`src/rtl/srr_pkg.sv`:
```
// Package for the slice range resolver: status codes, register indexes,
// queue sizing and the queue status struct. No dependencies.
package srr_pkg;

    localparam int DEF_POS_BITS = 32;

    // status codes
    localparam logic [3:0] ST_OK              = 4'd0;
    localparam logic [3:0] ST_START_ZERO      = 4'd1;
    localparam logic [3:0] ST_END_ZERO        = 4'd2;
    localparam logic [3:0] ST_BAD_START_END   = 4'd3;
    localparam logic [3:0] ST_NEG_COUNT       = 4'd4;
    localparam logic [3:0] ST_NA_PATTERN      = 4'd5;
    localparam logic [3:0] ST_BAD_END_COUNT   = 4'd6;
    localparam logic [3:0] ST_BAD_START_COUNT = 4'd7;
    localparam logic [3:0] ST_BEFORE_START    = 4'd8;
    localparam logic [3:0] ST_NEG_LENGTH      = 4'd9;
    localparam logic [3:0] ST_PAST_END        = 4'd10;

    localparam int STATUS_W = 4;

    // register indexes (byte address = 4 * index)
    localparam int         REG_IDX_W = 2;
    localparam logic [1:0] REG_START = 2'd0;
    localparam logic [1:0] REG_END   = 2'd1;
    localparam logic [1:0] REG_COUNT = 2'd2;

    localparam int APB_AW = 4;
    localparam int APB_DW = 32;

    // queue between the front and the back
    localparam int QDEPTH = 4;
    localparam int QAW    = $clog2(QDEPTH);

    localparam int OUT_START_W = 32;
    localparam int OUT_COUNT_W = 31;
    localparam int IN_DATA_W   = 32;
    localparam int OUT_DATA_W  = 64;

    typedef struct packed {
        logic full;
        logic empty;
    } t_q_stat;

endpackage

```
`src/rtl/srr_cfg_regs.sv`:
```
// Configuration registers for the slice range resolver, APB-style port.
// Depends on srr_pkg.
module srr_cfg_regs
    import srr_pkg::*;
#(
    parameter int POS_BITS = DEF_POS_BITS
) (
    input  logic                i_clk,
    input  logic                i_rst_n,
    input  logic                i_psel,
    input  logic                i_penable,
    input  logic                i_pwrite,
    input  logic [APB_AW-1:0]   i_paddr,
    input  logic [APB_DW-1:0]   i_pwdata,
    output logic [APB_DW-1:0]   o_prdata,
    output logic [POS_BITS-1:0] o_start_setting,
    output logic [POS_BITS-1:0] o_end_setting,
    output logic [POS_BITS-1:0] o_count_setting
);

    localparam logic [POS_BITS-1:0] MISSING = {1'b1, {(POS_BITS-1){1'b0}}};

    logic [POS_BITS-1:0]  r_start;
    logic [POS_BITS-1:0]  r_end;
    logic [POS_BITS-1:0]  r_count;
    logic                 wr_en;
    logic [REG_IDX_W-1:0] idx;

    assign wr_en = i_psel & i_penable & i_pwrite;
    assign idx   = i_paddr[REG_IDX_W+1:2];

    always_ff @(posedge i_clk) begin
        if (!i_rst_n) begin
            r_start <= MISSING;
            r_end   <= MISSING;
            r_count <= MISSING;
        end else if (wr_en) begin
            unique case (idx)
                REG_START: r_start <= i_pwdata[POS_BITS-1:0];
                REG_END:   r_end   <= i_pwdata[POS_BITS-1:0];
                REG_COUNT: r_count <= i_pwdata[POS_BITS-1:0];
                default: ;
            endcase
        end
    end

    always_comb begin
        unique case (idx)
            REG_START: o_prdata = APB_DW'(r_start);
            REG_END:   o_prdata = APB_DW'(r_end);
            REG_COUNT: o_prdata = APB_DW'(r_count);
            default:   o_prdata = '0;
        endcase
    end

    assign o_start_setting = r_start;
    assign o_end_setting   = r_end;
    assign o_count_setting = r_count;

endmodule

```
`src/rtl/srr_front.sv`:
```
// Front end: resolves the start/end/count settings into a start and end
// and a configuration status, and prepares length+1 for the back end.
// Depends on srr_pkg.
module srr_front
    import srr_pkg::*;
#(
    parameter int POS_BITS = DEF_POS_BITS,
    parameter int W        = POS_BITS + 2
) (
    input  logic                  [POS_BITS-1:0] i_start_setting,
    input  logic                  [POS_BITS-1:0] i_end_setting,
    input  logic                  [POS_BITS-1:0] i_count_setting,
    input  logic                  [POS_BITS-2:0] i_seq_len,
    output logic                  [STATUS_W-1:0] o_status,
    output logic signed           [W-1:0]        o_rs,
    output logic signed           [W-1:0]        o_re,
    output logic signed           [W-1:0]        o_len_p1
);

    localparam logic [POS_BITS-1:0] MISSING   = {1'b1, {(POS_BITS-1){1'b0}}};
    localparam logic signed [W-1:0] S_ONE     = W'(1);
    localparam logic signed [W-1:0] S_NEG_ONE = W'(-1);
    localparam logic signed [W-1:0] S_ZERO    = '0;

    logic                s_na, e_na, c_na;
    logic signed [W-1:0] s, e, c, s_adj, e_adj;

    assign s_na = (i_start_setting == MISSING);
    assign e_na = (i_end_setting == MISSING);
    assign c_na = (i_count_setting == MISSING);
    assign s    = W'(signed'(i_start_setting));
    assign e    = W'(signed'(i_end_setting));
    assign c    = W'(signed'(i_count_setting));
    // with no count, missing bounds default to the whole sequence
    assign s_adj = s_na ? S_ONE : s;
    assign e_adj = e_na ? S_NEG_ONE : e;

    assign o_len_p1 = signed'(W'(i_seq_len)) + S_ONE;

    always_comb begin
        o_status = ST_OK;
        o_rs     = s_adj;
        o_re     = e_adj;
        if (s == S_ZERO) begin
            o_status = ST_START_ZERO;
        end else if (e == S_ZERO) begin
            o_status = ST_END_ZERO;
        end else if (c_na) begin
            if ((e_adj > S_ZERO || s_adj < S_ZERO) && e_adj < s_adj) begin
                o_status = ST_BAD_START_END;
            end
        end else if (c < S_ZERO) begin
            o_status = ST_NEG_COUNT;
        end else if (s_na == e_na) begin
            o_status = ST_NA_PATTERN;
        end else if (s_na) begin
            if (e > S_ZERO && e < c) begin
                o_status = ST_BAD_END_COUNT;
            end else begin
                o_rs = e - c + S_ONE;
            end
        end else begin
            if (s < S_ZERO && -s < c) begin
                o_status = ST_BAD_START_COUNT;
            end else begin
                o_re = s + c - S_ONE;
            end
        end
    end

endmodule

```
`src/rtl/srr_queue.sv`:
```
// Short FIFO between the front and back ends of the slice range resolver.
// Depends on srr_pkg.
module srr_queue
    import srr_pkg::*;
#(
    parameter int EW = 8
) (
    input  logic          i_clk,
    input  logic          i_rst_n,
    input  logic          i_push,
    input  logic [EW-1:0] i_wdata,
    input  logic          i_pop,
    output logic [EW-1:0] o_rdata,
    output t_q_stat       o_stat
);

    logic [EW-1:0]  r_mem [QDEPTH];
    logic [QAW-1:0] r_wr_ptr, n_wr_ptr;
    logic [QAW-1:0] r_rd_ptr, n_rd_ptr;
    logic [QAW:0]   r_count, n_count;
    logic           do_push, do_pop;

    assign o_stat.full  = (r_count == (QAW+1)'(QDEPTH));
    assign o_stat.empty = (r_count == '0);
    assign do_push = i_push & ~o_stat.full;
    assign do_pop  = i_pop & ~o_stat.empty;

    always_comb begin
        n_wr_ptr = do_push ? r_wr_ptr + 1'b1 : r_wr_ptr;
        n_rd_ptr = do_pop ? r_rd_ptr + 1'b1 : r_rd_ptr;
        n_count  = r_count;
        if (do_push && !do_pop) begin
            n_count = r_count + 1'b1;
        end else if (do_pop && !do_push) begin
            n_count = r_count - 1'b1;
        end
    end

    always_ff @(posedge i_clk) begin
        if (!i_rst_n) begin
            r_wr_ptr <= '0;
            r_rd_ptr <= '0;
            r_count  <= '0;
        end else begin
            r_wr_ptr <= n_wr_ptr;
            r_rd_ptr <= n_rd_ptr;
            r_count  <= n_count;
        end
    end

    always_ff @(posedge i_clk) begin
        if (do_push) begin
            r_mem[r_wr_ptr] <= i_wdata;
        end
    end

    assign o_rdata = r_mem[r_rd_ptr];

endmodule

```
`src/rtl/srr_back.sv`:
```
// Back end: applies one sequence's length to the resolved range, checks it
// and holds the result in the output register. Depends on srr_pkg.
module srr_back
    import srr_pkg::*;
#(
    parameter int POS_BITS = DEF_POS_BITS,
    parameter int W        = POS_BITS + 2
) (
    input  logic                   i_clk,
    input  logic                   i_rst_n,
    input  logic                   i_q_valid,
    input  logic [STATUS_W-1:0]    i_status,
    input  logic signed [W-1:0]    i_rs,
    input  logic signed [W-1:0]    i_re,
    input  logic signed [W-1:0]    i_len_p1,
    output logic                   o_pop,
    output logic                   o_valid,
    input  logic                   i_ready,
    output logic [OUT_START_W-1:0] o_start_pos,
    output logic [OUT_COUNT_W-1:0] o_letter_count,
    output logic [STATUS_W-1:0]    o_status
);

    localparam logic signed [W-1:0] S_ONE  = W'(1);
    localparam logic signed [W-1:0] S_ZERO = '0;

    logic                   r_valid;
    logic [OUT_START_W-1:0] r_start_pos, n_start_pos;
    logic [OUT_COUNT_W-1:0] r_letter_count, n_letter_count;
    logic [STATUS_W-1:0]    r_status, n_status;
    logic signed [W-1:0]    s, ep, n;
    logic                   load;

    // ep is the 1-based last position, so s + n - 1 == ep
    assign s  = (i_rs <= S_ZERO) ? i_rs + i_len_p1 : i_rs;
    assign ep = (i_re < S_ZERO) ? i_re + i_len_p1 : i_re;
    assign n  = ep - s + S_ONE;

    always_comb begin
        n_status       = i_status;
        n_start_pos    = '0;
        n_letter_count = '0;
        if (i_status == ST_OK) begin
            if (s < S_ONE) begin
                n_status = ST_BEFORE_START;
            end else if (n < S_ZERO) begin
                n_status = ST_NEG_LENGTH;
            end else if (ep >= i_len_p1) begin
                n_status = ST_PAST_END;
            end else begin
                n_start_pos    = OUT_START_W'(s);
                n_letter_count = OUT_COUNT_W'(n);
            end
        end
    end

    assign load  = i_q_valid & (~r_valid | i_ready);
    assign o_pop = load;

    always_ff @(posedge i_clk) begin
        if (!i_rst_n) begin
            r_valid <= 1'b0;
        end else if (load) begin
            r_valid <= 1'b1;
        end else if (i_ready) begin
            r_valid <= 1'b0;
        end
    end

    always_ff @(posedge i_clk) begin
        if (load) begin
            r_start_pos    <= n_start_pos;
            r_letter_count <= n_letter_count;
            r_status       <= n_status;
        end
    end

    assign o_valid        = r_valid;
    assign o_start_pos    = r_start_pos;
    assign o_letter_count = r_letter_count;
    assign o_status       = r_status;

endmodule

```
`src/rtl/slice_range_resolver.sv`:
```
// Top level of the slice range resolver: config registers, front end,
// queue and back end. Depends on srr_pkg and the srr_* modules.
//
// channel   | dir | handshake              | payload
// s_axis    | in  | s_axis_tvalid/tready   | tdata: seq_len
// m_axis    | out | m_axis_tvalid/tready   | tdata: start_pos, letter_count; tuser: status
// apb       | in  | psel, penable, pready  | paddr, pwdata, prdata
//
// One item per cycle sustained while m_axis_tready is high; an accepted item
// is written into the queue and then loaded into the output register.
// The 4-entry queue lets the input side keep going while a result waits.
// Reset (synchronous, active low) sets all settings to missing and empties
// the queue and output register.
module slice_range_resolver
    import srr_pkg::*;
#(
    parameter int POS_BITS = DEF_POS_BITS
) (
    input  logic                  i_clk,
    input  logic                  i_rst_n,
    input  logic                  s_axis_tvalid,
    output logic                  s_axis_tready,
    input  logic [IN_DATA_W-1:0]  s_axis_tdata,  // [30:0] seq_len, [31] unused
    output logic                  m_axis_tvalid,
    input  logic                  m_axis_tready,
    output logic [OUT_DATA_W-1:0] m_axis_tdata,  // [31:0] start_pos, [62:32] letter_count
    output logic [STATUS_W-1:0]   m_axis_tuser,  // [3:0] status
    input  logic                  psel,
    input  logic                  penable,
    input  logic                  pwrite,
    input  logic [APB_AW-1:0]     paddr,
    input  logic [APB_DW-1:0]     pwdata,
    output logic [APB_DW-1:0]     prdata,
    output logic                  pready
);

    localparam int W  = POS_BITS + 2;
    localparam int EW = STATUS_W + 3 * W;

    logic [POS_BITS-1:0]    start_setting, end_setting, count_setting;
    logic [STATUS_W-1:0]    f_status, q_status;
    logic signed [W-1:0]    f_rs, f_re, f_len_p1, q_rs, q_re, q_len_p1;
    logic [EW-1:0]          q_wdata, q_rdata;
    t_q_stat                q_stat;
    logic                   q_pop;
    logic                   in_acc;
    logic [OUT_START_W-1:0] start_pos;
    logic [OUT_COUNT_W-1:0] letter_count;

    assign pready = 1'b1;

    srr_cfg_regs #(.POS_BITS(POS_BITS)) u_regs (
        .i_clk           (i_clk),
        .i_rst_n         (i_rst_n),
        .i_psel          (psel),
        .i_penable       (penable),
        .i_pwrite        (pwrite),
        .i_paddr         (paddr),
        .i_pwdata        (pwdata),
        .o_prdata        (prdata),
        .o_start_setting (start_setting),
        .o_end_setting   (end_setting),
        .o_count_setting (count_setting)
    );

    srr_front #(.POS_BITS(POS_BITS), .W(W)) u_front (
        .i_start_setting (start_setting),
        .i_end_setting   (end_setting),
        .i_count_setting (count_setting),
        .i_seq_len       (s_axis_tdata[POS_BITS-2:0]),
        .o_status        (f_status),
        .o_rs            (f_rs),
        .o_re            (f_re),
        .o_len_p1        (f_len_p1)
    );

    assign s_axis_tready = ~q_stat.full;
    assign in_acc        = s_axis_tvalid & s_axis_tready;
    assign q_wdata       = {f_status, f_rs, f_re, f_len_p1};

    srr_queue #(.EW(EW)) u_queue (
        .i_clk   (i_clk),
        .i_rst_n (i_rst_n),
        .i_push  (in_acc),
        .i_wdata (q_wdata),
        .i_pop   (q_pop),
        .o_rdata (q_rdata),
        .o_stat  (q_stat)
    );

    assign {q_status, q_rs, q_re, q_len_p1} = q_rdata;

    srr_back #(.POS_BITS(POS_BITS), .W(W)) u_back (
        .i_clk          (i_clk),
        .i_rst_n        (i_rst_n),
        .i_q_valid      (~q_stat.empty),
        .i_status       (q_status),
        .i_rs           (q_rs),
        .i_re           (q_re),
        .i_len_p1       (q_len_p1),
        .o_pop          (q_pop),
        .o_valid        (m_axis_tvalid),
        .i_ready        (m_axis_tready),
        .o_start_pos    (start_pos),
        .o_letter_count (letter_count),
        .o_status       (m_axis_tuser)
    );

    assign m_axis_tdata = {1'b0, letter_count, start_pos};

`ifndef ASSERT_OFF
    // results with an error status carry no positions
    a_err_zero: assert property (@(posedge i_clk) disable iff (!i_rst_n)
        (m_axis_tvalid && m_axis_tuser != ST_OK) |-> (m_axis_tdata == '0))
        else $error("nonzero payload with error status");

    // an ok result always starts at position one or later
    a_ok_start: assert property (@(posedge i_clk) disable iff (!i_rst_n)
        (m_axis_tvalid && m_axis_tuser == ST_OK) |-> (start_pos != '0))
        else $error("ok result with zero start");

    // an item entering an empty block passes the queue and reaches the output register
    a_latency: assert property (@(posedge i_clk) disable iff (!i_rst_n)
        (in_acc && q_stat.empty && !m_axis_tvalid) |=> ##1 m_axis_tvalid)
        else $error("item lost between front and back");

    // nothing is presented right after reset
    a_rst_idle: assert property (@(posedge i_clk)
        !i_rst_n |=> !m_axis_tvalid)
        else $error("output valid after reset");
`endif

endmodule
```
`config.mk`:
```
export PLATFORM = sky130hd
export DESIGN_NAME = slice_range_resolver
export DESIGN_NICKNAME = d
export VERILOG_FILES = /design/src/rtl/srr_pkg.sv /design/src/rtl/srr_cfg_regs.sv /design/src/rtl/srr_front.sv /design/src/rtl/srr_queue.sv /design/src/rtl/srr_back.sv /design/src/rtl/slice_range_resolver.sv
export SDC_FILE = /design/constraint.sdc
export NUM_CORES = 1
export LEC_CHECK = 0
export BUFFER_PORTS_ARGS = -buffer_cell sky130_fd_sc_hd__buf_2
export CAP_MARGIN = 20
export CORE_ASPECT_RATIO = 1.1
export CORE_MARGIN = 1.5
export CORE_UTILIZATION = 26
export DETAILED_ROUTE_END_ITERATION = 7
export SYNTH_ARGS = -nofsm -noshare
export SYNTH_HDL_FRONTEND = slang
export SYNTH_SLANG_ARGS = --single-unit
export TNS_END_PERCENT = 5
```
`constraint.sdc`:
```
create_clock -name i_clk -period 11.65 [get_ports i_clk]
set_clock_uncertainty 0.1 [all_clocks]
set_input_delay 1.165 -clock i_clk [delete_from_list [all_inputs] [get_ports i_clk]]
set_output_delay 1.165 -clock i_clk [all_outputs]
set_load 0.01 [all_outputs]
```
==> impl_metrics.env, run 1 <==
export IMPL_hold_viol=0
export IMPL_setup_viol=0
export IMPL_clk_pin_slew_worst_paths_ps=70
export IMPL_synth_edff_count=479
export IMPL_drive_gt1_share_pct=12.7
export IMPL_syn_avg_cell_area_um2=10.5
export IMPL_post_cts_buffers=0
export IMPL_die_w_um=368
export IMPL_cts_buffers=66
export IMPL_clkLatencyLatePin_ps=640
export IMPL_p_leak_nw=16.1
export IMPL_first_pass_iters=5
export IMPL_wl_um=109000
export IMPL_core_um2=144000
export IMPL_ir_drop_mv=0.204
export IMPL_cts_root_buffer="clkbuf_16"
export IMPL_grt_max_degree=106
export IMPL_outcome="finished, final reports clean"
export IMPL_cts_sinks=585
export IMPL_r2r_cells=25
export IMPL_arrival_ps=9150
export IMPL_timing_final_ws_setup_ps=2830
export IMPL_final_util_pct=29.9
export IMPL_dp_hpwl_um=84100
export IMPL_finalCriticalPeriod_ps=8820
export IMPL_slew_viol_final=0
export IMPL_min_delay_start="u_back.o_valid"
export IMPL_syn_inst=3603
export IMPL_grt_antenna_before_repair=22
export IMPL_synth_cell_types=83
export IMPL_yosys_warnings=0
export IMPL_die_h_um=404
export IMPL_fin_crit_sh_pct=75.7
export IMPL_worstReg2RegEnd="u_back.o_letter_count[27]"
export IMPL_ys_ff_latch=585
export IMPL_cp_data_required_time_ps=11980
export IMPL_fmax_ghz=0.113
export IMPL_hold_path_depth=2
export IMPL_cap_violations=0
export IMPL_cts_tree="done"
export IMPL_synth_main_ff_cell="edfxtp_1"
export IMPL_end_kind="flip-flop"
export IMPL_fin_setup_tns_ps=0
export IMPL_cts_resized=0
export IMPL_port_buffers=172
export IMPL_worst_pin_slew_ps=1160
export IMPL_grt_pass1_vias=27670
export IMPL_grt_pass1_wl_um=165000
export IMPL_critPathLaunchType="flip-flop"
export IMPL_critPathMaxFanout=63
export IMPL_syn_nets=3984
export IMPL_slew_headroom_pct=22.4
export IMPL_gr_total_overflow=0
export IMPL_die_area_um2=148000
export IMPL_drt_iter0_markers=2043
export IMPL_power_mw=13.5
export IMPL_hp_class="reg2reg"
export IMPL_vias=28726
export IMPL_rrSetupSlack_ps=2830
export IMPL_antenna_left=0
export IMPL_postCtsHoldBufs=0
export IMPL_grt_setup_unrepaired="no"
export IMPL_criticalPathCategory="reg2reg"
export IMPL_hold_end="u_back.o_valid"
export IMPL_clockBufferDepth=3
export IMPL_viasPerCell=5.04
export IMPL_pre_cts_slack_ps=2810
export IMPL_async_reset_ff_share_pct=0
export IMPL_nNetsFinal=4111
export IMPL_powerDensity_nw_per_um2=313
export IMPL_hold_ws_ps=415
export IMPL_wl_per_cell_um=19.2
export IMPL_start_util_pct=26.3
export IMPL_htree_levels=3
export IMPL_syn_cell_area_um2=38000
export IMPL_gp_congestion=0.896
export IMPL_drc=0
export IMPL_io_pins=178
export IMPL_grt_usage_pct=14.3
export IMPL_ys_seq_area_share_pct=43.4
export IMPL_rows=146
export IMPL_syn_to_final_growth_pct=13.5
-- routing by layer --
layer  vias up  part of all wire (%)  GRT usage [%]
met5         -                  0.19              0
met4        36                   2.9           4.24
met3       183                   6.2           2.58
met2       805                    45           22.6
met1     13863                    46           19.9
li1      13839                     -              -
-- cells in the mapped netlist, drive strengths merged (52+ instances only) --
library cell	count	area share (%)
a21o	120	2.4
nor3	124	1.6
edfxtp	479	38
a21oi	185	2.4
nand3	75	0.99
xor2	80	1.8
dfxtp	106	5.6
nand2	391	3.9
o21ai	190	2.5
nor4	52	0.87
a21boi	113	2.2
clkbuf	120	1.2
mux2i	61	1.6
nor2	155	1.5
mux4	101	6.0
xnor2	161	3.7
nand4	61	1.0
ha	300	9.9
inv	163	1.6
-- metrics by stage --
stage	instances	cell area, µm²
after global routing	5701	43200
after CTS	5700	43100
final	5703	43200
after floorplan	3603	38000
after detailed placement	5585	41000
after global placement	5585	41000
-- registers in the layout, indices dropped and copies added (netlist names), named ones only --
name / flops
u_regs.o_count_setting: 32
u_regs.o_start_setting: 32
u_queue.r_wr_ptr: 2
u_back.o_valid: 1
u_back.o_start_pos: 32
u_regs.o_end_setting: 32
u_queue.r_count: 3
u_queue.r_mem: 412
u_back.o_letter_count: 31
u_back.o_status: 4
u_queue.r_rd_ptr: 2
-- report_power, final --
part | internal, mW | leakage, nW | switching [mW]
Clock | 1.12 | 1.02 | 0.884
Sequential | 2.66 | 5.37 | 0.115
Combinational | 3.67 | 9.71 | 5.08
Total | 7.45 | 16.1 | 6.08
-- critical path: stages, from the launching register on --
cell,delay [ps]
dfxtp_4,780
buf_12,420
mux4_2,640
ha_1,280
fa_1,410
a21o_1,190
a21oi_1,240
o211ai_1,210
a31oi_1,510
o31ai_1,270
a21boi_0,430
o21ba_2,250
o21ai_0,110
xnor2_1,140
o21ai_0,340
ha_1,320
ha_1,350
a21o_1,200
a21o_1,180
a21oi_1,180
nor3b_1,210
a22o_1,190
xnor3_1,370
or3b_2,480
buf_4,300
nor4b_1,380
-- layout make-up --
class	count	area, µm²
antenna	2	5.00
clock buffer	77	1700
clock inverter	38	408
fill	14847	101000
inverter	164	616
multi-input combinational	2707	20400
sequential	585	16500
tap	1924	2410
timing repair buffer	206	1140
-- layout by cell type (no fill, tap or decap), types with 42 or more instances in the layout --
master / Yosys / layout
mux4_2: 101 / 101
nor4_1: 51 / 51
mux2i_1: 61 / 61
nand4_1: 61 / 61
a21o_1: 120 / 120
a21oi_1: 185 / 184
nand3_1: 75 / 75
a21boi_0: 113 / 113
buf_2: 6 / 172
nand2_1: 391 / 391
o21ai_0: 188 / 188
inv_1: 163 / 163
edfxtp_1: 479 / 479
nor3_1: 124 / 122
xor2_1: 80 / 80
xnor2_1: 161 / 161
or2_2: 42 / 42
dfxtp_1: 106 / 104
ha_1: 300 / 300
nor2_1: 155 / 155
o21a_1: 48 / 48
clkbuf_16: 0 / 66
-- logic make-up after synthesis --
kind of cell	count (synthesis)	synth area share, %
AOI/OAI and AO/OA	894	15.6
and+or+nand+nor	1092	14.1
buffers and inverters	311	3.22
other	2	0.0198
adders and majority gates	306	10.2
muxes	171	7.86
DFF	585	43.4
xor gates and xnor gates	242	5.61
-- worst max-delay path by stage --
stage / start / to / slack [ps] / cells after the start
after global placement: flip-flop / u_back.o_letter_count[27] / 2900 / 25
final: flip-flop / u_back.o_letter_count[27] / 2830 / 25
after floorplan: flip-flop / u_back.o_letter_count[0] / 3300 / 30
after CTS: flip-flop / u_back.o_letter_count[27] / 2790 / 25
after detailed placement: flip-flop / u_back.o_letter_count[27] / 2810 / 25
after global routing: flip-flop / u_back.o_letter_count[27] / 2190 / 25
(Power assumes the default switching activity.)
==> inputs of run 2 (changes only) <==
- clock period: 11.65 -> 8.5 ns (I/O delays scaled with it)
==> run 2 against run 1 <==
Compared with the run above: critical path type unchanged; wire length fell by 0.32%; first-iteration DRC count rose by 13%; critical endpoint is now u_back.o_letter_count[3]; die area did not move; highest routed layer unchanged.
==> impl_metrics.env, run 2 (synthesized netlist as in run 1, its figures left out) <==
export IMPL_outcome="finished, final reports clean"
export IMPL_critPathMaxFanout=62
export IMPL_start_util_pct=26.3
export IMPL_end_kind="flip-flop"
export IMPL_top_layer="met5"
export IMPL_powerDensity_nw_per_um2=428
export IMPL_max_flop_register="u_queue.r_mem"
export IMPL_slew_headroom_pct=29.8
export IMPL_cts_sinks=585
export IMPL_drt_met1_wl_um=51300
export IMPL_slowest_delay_ps=560
export IMPL_wl_per_cell_um=19.1
export IMPL_cts_root_buffer="clkbuf_16"
export IMPL_dp_hpwl_um=84200
export IMPL_finalCriticalPeriod_ps=7850
export IMPL_largest_reg_flops=412
export IMPL_grt_pass1_vias=27174
export IMPL_gp_congestion=0.905
export IMPL_syn_to_final_growth_pct=13.4
export IMPL_rows=146
export IMPL_drive_gt1_share_pct=12.7
export IMPL_p_leak_nw=16.1
export IMPL_gr_total_overflow=0
export IMPL_grt_setup_unrepaired="no"
export IMPL_wl_um=109000
export IMPL_pre_cts_slack_ps=483
export IMPL_arrival_ps=8210
export IMPL_port_buffers=172
export IMPL_fmax_ghz=0.127
export IMPL_fill_cells=14791
export IMPL_fin_crit_sh_pct=92.4
export IMPL_cap_violations=0
export IMPL_vias=28768
export IMPL_critPathLaunchType="flip-flop"
export IMPL_clockBufferDepth=3
export IMPL_grt_max_degree=106
export IMPL_grt_usage_pct=14.1
export IMPL_nNetsFinal=4121
export IMPL_worst_pin_slew_ps=1050
export IMPL_wl_met3_um=6370
export IMPL_die_w_um=368
export IMPL_slew_viol_final=0
export IMPL_final_common_cell="edfxtp_1"
export IMPL_die_h_um=404
export IMPL_cts_resized=0
export IMPL_post_cts_buffers=0
export IMPL_viasPerCell=5.03
export IMPL_ir_drop_mv=0.268
export IMPL_hp_class="in2reg"
export IMPL_first_pass_iters=5
export IMPL_core_um2=144000
export IMPL_antenna_left=0
export IMPL_postCtsHoldBufs=0
export IMPL_criticalPathCategory="reg2reg"
export IMPL_timing_final_ws_setup_ps=647
export IMPL_clkLatencyLatePin_ps=680
export IMPL_grt_antenna_before_repair=22
export IMPL_grt_pass1_wl_um=164000
export IMPL_final_cell_mix="edfxtp_1 (479), nand2_1 (391), ha_1 (300)"
export IMPL_fin_setup_tns_ps=0
export IMPL_cts_tree="done"
export IMPL_drc=0
export IMPL_htree_levels=2
export IMPL_crit_slowest_cell="dfxtp_4"
export IMPL_wl_met2_um=48400
export IMPL_cts_buffers=60
export IMPL_hold_viol=0
export IMPL_setup_viol=0
export IMPL_power_mw=18.5
export IMPL_die_area_um2=148000
export IMPL_clk_pin_slew_worst_paths_ps=60
export IMPL_drt_iter0_markers=2305
export IMPL_cp_data_required_time_ps=8860
export IMPL_io_pins=178
-- run 2: cell types whose count changed in the layout (fill, tap and decap cells not counted), sizes merged --
cell,before,now
clkinvlp,1,0
buf,206,222
clkbuf,77,78
diode,2,6
clkinv,32,29
-- run 2: routing by layer --
| metal | track usage, % | vias up |
|---|---|---|
| met1 | 19.9 | 13923 |
| met5 | 0 | - |
| met2 | 22.3 | 775 |
| met3 | 2.24 | 157 |
| met4 | 3.66 | 30 |
| li1 | - | 13883 |
-- run 2: final timing paths --
path / cells past startpoint / slack [ps] / end / from
max: 25 / 650 / u_back.o_letter_count[3] / flip-flop
min: 3 / 390 / u_regs.o_start_setting[31] / pwdata[31]
max reg2reg: 25 / 650 / u_back.o_letter_count[3] / flip-flop
min reg2reg: 2 / 420 / u_back.o_valid / u_back.o_valid
-- run 2: layout make-up --
class,instances,area (µm²),share of cell area [%]
Multi-Input combinational cell,2707,20400,47.2
Sequential cell,585,16500,38.3
Tap cell,1924,2410,5.59
Clock buffer,78,1600,3.71
Timing Repair Buffer,222,1290,3.00
Inverter,164,616,1.43
Clock inverter,34,292,0.676
Antenna cell,6,15.0,0.0348
-- run 2: through the flow --
step	instance area, µm²	cells	utilization [%]	hold slack (ps)
after global routing	43100	5715	29.8	379
after floorplan	38000	3603	-	377
after global placement	41200	5600	28.5	403
after CTS	43100	5713	29.8	351
after detailed placement	41200	5601	28.5	417
final	43100	5720	29.8	386
-- run 2: power by group --
| group | internal, mW | switching (mW) | total, mW |
|---|---|---|---|
| registers | 3.64 | 0.131 | 3.77 |
| logic | 5.12 | 7.06 | 12.2 |
| clock network | 1.40 | 1.12 | 2.51 |
-- run 2: worst max-delay path: cells and delay by family, from the launching register on --
| family | cells | cell delay, ps |
|---|---|---|
| AOI/OAI and AO/OA | 10 | 2560 |
| xor gates and xnor gates | 2 | 430 |
| adders and majority gates | 3 | 1120 |
| buffers and inverters | 4 | 990 |
| DFF | 1 | 560 |
| muxes | 1 | 560 |
| and+or+nand+nor | 5 | 1330 |
==> inputs of run 3 (changes only) <==
- ABC_AREA: default -> 1
==> run 3 against run 2 <==
Compared with the run above: die area is 4.0% higher; highest routed layer is now met4; via count is 22% higher; cell area is 4.3% higher; global-route usage up 3.7 points; count of clock-buffer cells in the layout up 13; core utilization is 0.061 points higher; sequential share of layout area shrank 1.6 points; largest cell class unchanged.
==> impl_metrics.env, run 3 <==
export IMPL_crit_path_frequent_cell="nand2_1"
export IMPL_grt_max_degree=105
export IMPL_drt_iter0_markers=3028
export IMPL_syn_nets=5316
export IMPL_slew_headroom_pct=24.1
export IMPL_grt_pass1_vias=33340
export IMPL_final_cell_mix="nand2_1 (1,199), inv_1 (560), edfxtp_1 (479)"
export IMPL_final_common_cell="nand2_1"
export IMPL_placed_cell_area_um2=42700
export IMPL_grt_setup_unrepaired="no"
export IMPL_viasPerCell=4.93
export IMPL_end_kind="flip-flop"
export IMPL_fin_crit_sh_pct=88.8
export IMPL_synth_top_area_share_pct=36.4
export IMPL_multiInputGateArea_um2=20300
export IMPL_stdcell_area_um2=45000
export IMPL_vias=35048
export IMPL_clkLatencyLatePin_ps=670
export IMPL_syn_avg_cell_area_um2=8.02
export IMPL_synth_top_area_cell="edfxtp_1"
export IMPL_wl_per_cell_um=19.8
export IMPL_max_flop_register="u_queue.r_mem"
export IMPL_start_util_pct=26.3
export IMPL_antenna_left=0
export IMPL_pre_cts_slack_ps=973
export IMPL_timing_final_ws_setup_ps=949
export IMPL_netlist_top_cells_count="nand2_1 (1,199), inv_1 (560), edfxtp_1 (479)"
export IMPL_syn_cell_area_um2=39600
export IMPL_cts_resized=0
export IMPL_cts_sinks=585
export IMPL_port_buffers=172
export IMPL_fin_setup_tns_ps=0
export IMPL_ys_seq_area_share_pct=41.7
export IMPL_synthMostInstantiatedCell="nand2_1"
export IMPL_ys_ff_latch=585
export IMPL_critPathLaunchType="flip-flop"
export IMPL_cts_buffers=68
export IMPL_cp_data_required_time_ps=8780
export IMPL_finalCriticalPeriod_ps=7550
export IMPL_hold_viol=0
export IMPL_slew_viol_final=0
export IMPL_synth_edff_count=479
export IMPL_crit_slowest_cell="dfxtp_4"
export IMPL_cts_root_buffer="clkbuf_16"
export IMPL_hp_class="in2reg"
export IMPL_gr_total_overflow=0
export IMPL_largest_reg_flops=412
export IMPL_postCtsHoldBufs=0
export IMPL_drc=0
export IMPL_async_reset_ff_share_pct=0
export IMPL_synth_cell_types=59
export IMPL_worst_pin_slew_ps=1140
export IMPL_syn_to_final_growth_pct=13.7
export IMPL_htree_levels=3
export IMPL_cts_tree="done"
export IMPL_nNetsFinal=5467
export IMPL_rows=149
export IMPL_wl_um=141000
export IMPL_yosys_warnings=0
export IMPL_grt_pass1_wl_um=207000
export IMPL_clk_pin_slew_worst_paths_ps=60
export IMPL_die_area_um2=154000
export IMPL_grt_usage_pct=17.8
export IMPL_cap_violations=0
export IMPL_fmax_ghz=0.132
export IMPL_first_pass_iters=6
export IMPL_clockBufferDepth=3
export IMPL_dp_hpwl_um=111000
export IMPL_die_h_um=412
export IMPL_outcome="finished, final reports clean"
export IMPL_synth_main_ff_cell="edfxtp_1"
export IMPL_slowest_delay_ps=740
export IMPL_core_um2=150000
export IMPL_grt_antenna_before_repair=10
export IMPL_criticalPathCategory="reg2reg"
export IMPL_io_pins=178
export IMPL_critPathMaxFanout=63
export IMPL_seq_area_um2=16500
export IMPL_arrival_ps=7840
export IMPL_gp_congestion=0.976
export IMPL_setup_viol=0
export IMPL_fill_cells=16037
export IMPL_hold_ws_ps=331
export IMPL_synth_area_leaders="edfxtp_1 (36%), nand2_1 (11%), ha_1 (9.5%)"
export IMPL_die_w_um=375
export IMPL_post_cts_buffers=0
export IMPL_syn_inst=4935
export IMPL_drive_gt1_share_pct=8.46
[run 3: cells by family after synthesis]
logic type,synth area share (%)
and+or+nand+nor,24.2
AOI/OAI and AO/OA,12.9
buffers and inverters,7.09
DFF,41.7
adders and majority gates,9.79
xor gates and xnor gates,4.30
other,0.0190
[run 3: path summary, 6_finish.rpt]
kind	start	to	slack [ps]	cells after the start
setup / recovery	flip-flop	u_back.o_start_pos[5]	950	33
setup reg to reg	flip-flop	u_back.o_start_pos[5]	950	33
hold reg to reg	u_queue.r_rd_ptr[1]	flip-flop	360	2
hold / removal	pwdata[18]	u_regs.o_end_setting[18]	330	3
[run 3: layout make-up]
| cell class | count | area share [%] |
|---|---|---|
| antenna | 7 | 0.0390 |
| clock buffer | 91 | 4.14 |
| clock inverter | 33 | 0.824 |
| inverter | 575 | 4.82 |
| multi-input combinational | 3633 | 45.1 |
| sequential | 585 | 36.7 |
| tap | 1963 | 5.46 |
| timing repair buffer | 223 | 2.85 |
[run 3: metal layers]
metal	up-vias	part of all wire, %	global-route usage [%]
met5	-	0	0
met4	0	5.2	8.89
met3	242	5.5	2.10
met2	1129	46	29.5
met1	16564	43	23.0
li1	17113	-	-
[run 3: worst max-delay path, delay by kind of cell, from the launching register on]
kind,cells,cell delay [ps]
AO/OA/AOI/OAI,9,2280
buffers and inverters,3,690
flip-flops,1,740
adder cells (fa/ha/maj),4,1510
AND/OR/NAND/NOR,16,1690
XOR/XNOR,1,160
[run 3: stage by stage]
step                std cells  utilization (%)
floorplan                4935                -
global placement         6979             28.4
detailed placement       6979             28.4
CTS                      7103             29.9
global route             7109             29.9
finish                   7110             29.9
Power of run 3 is not shown: default switching activity piles up to over one toggle a cycle in this logic, so the estimate is an artifact.
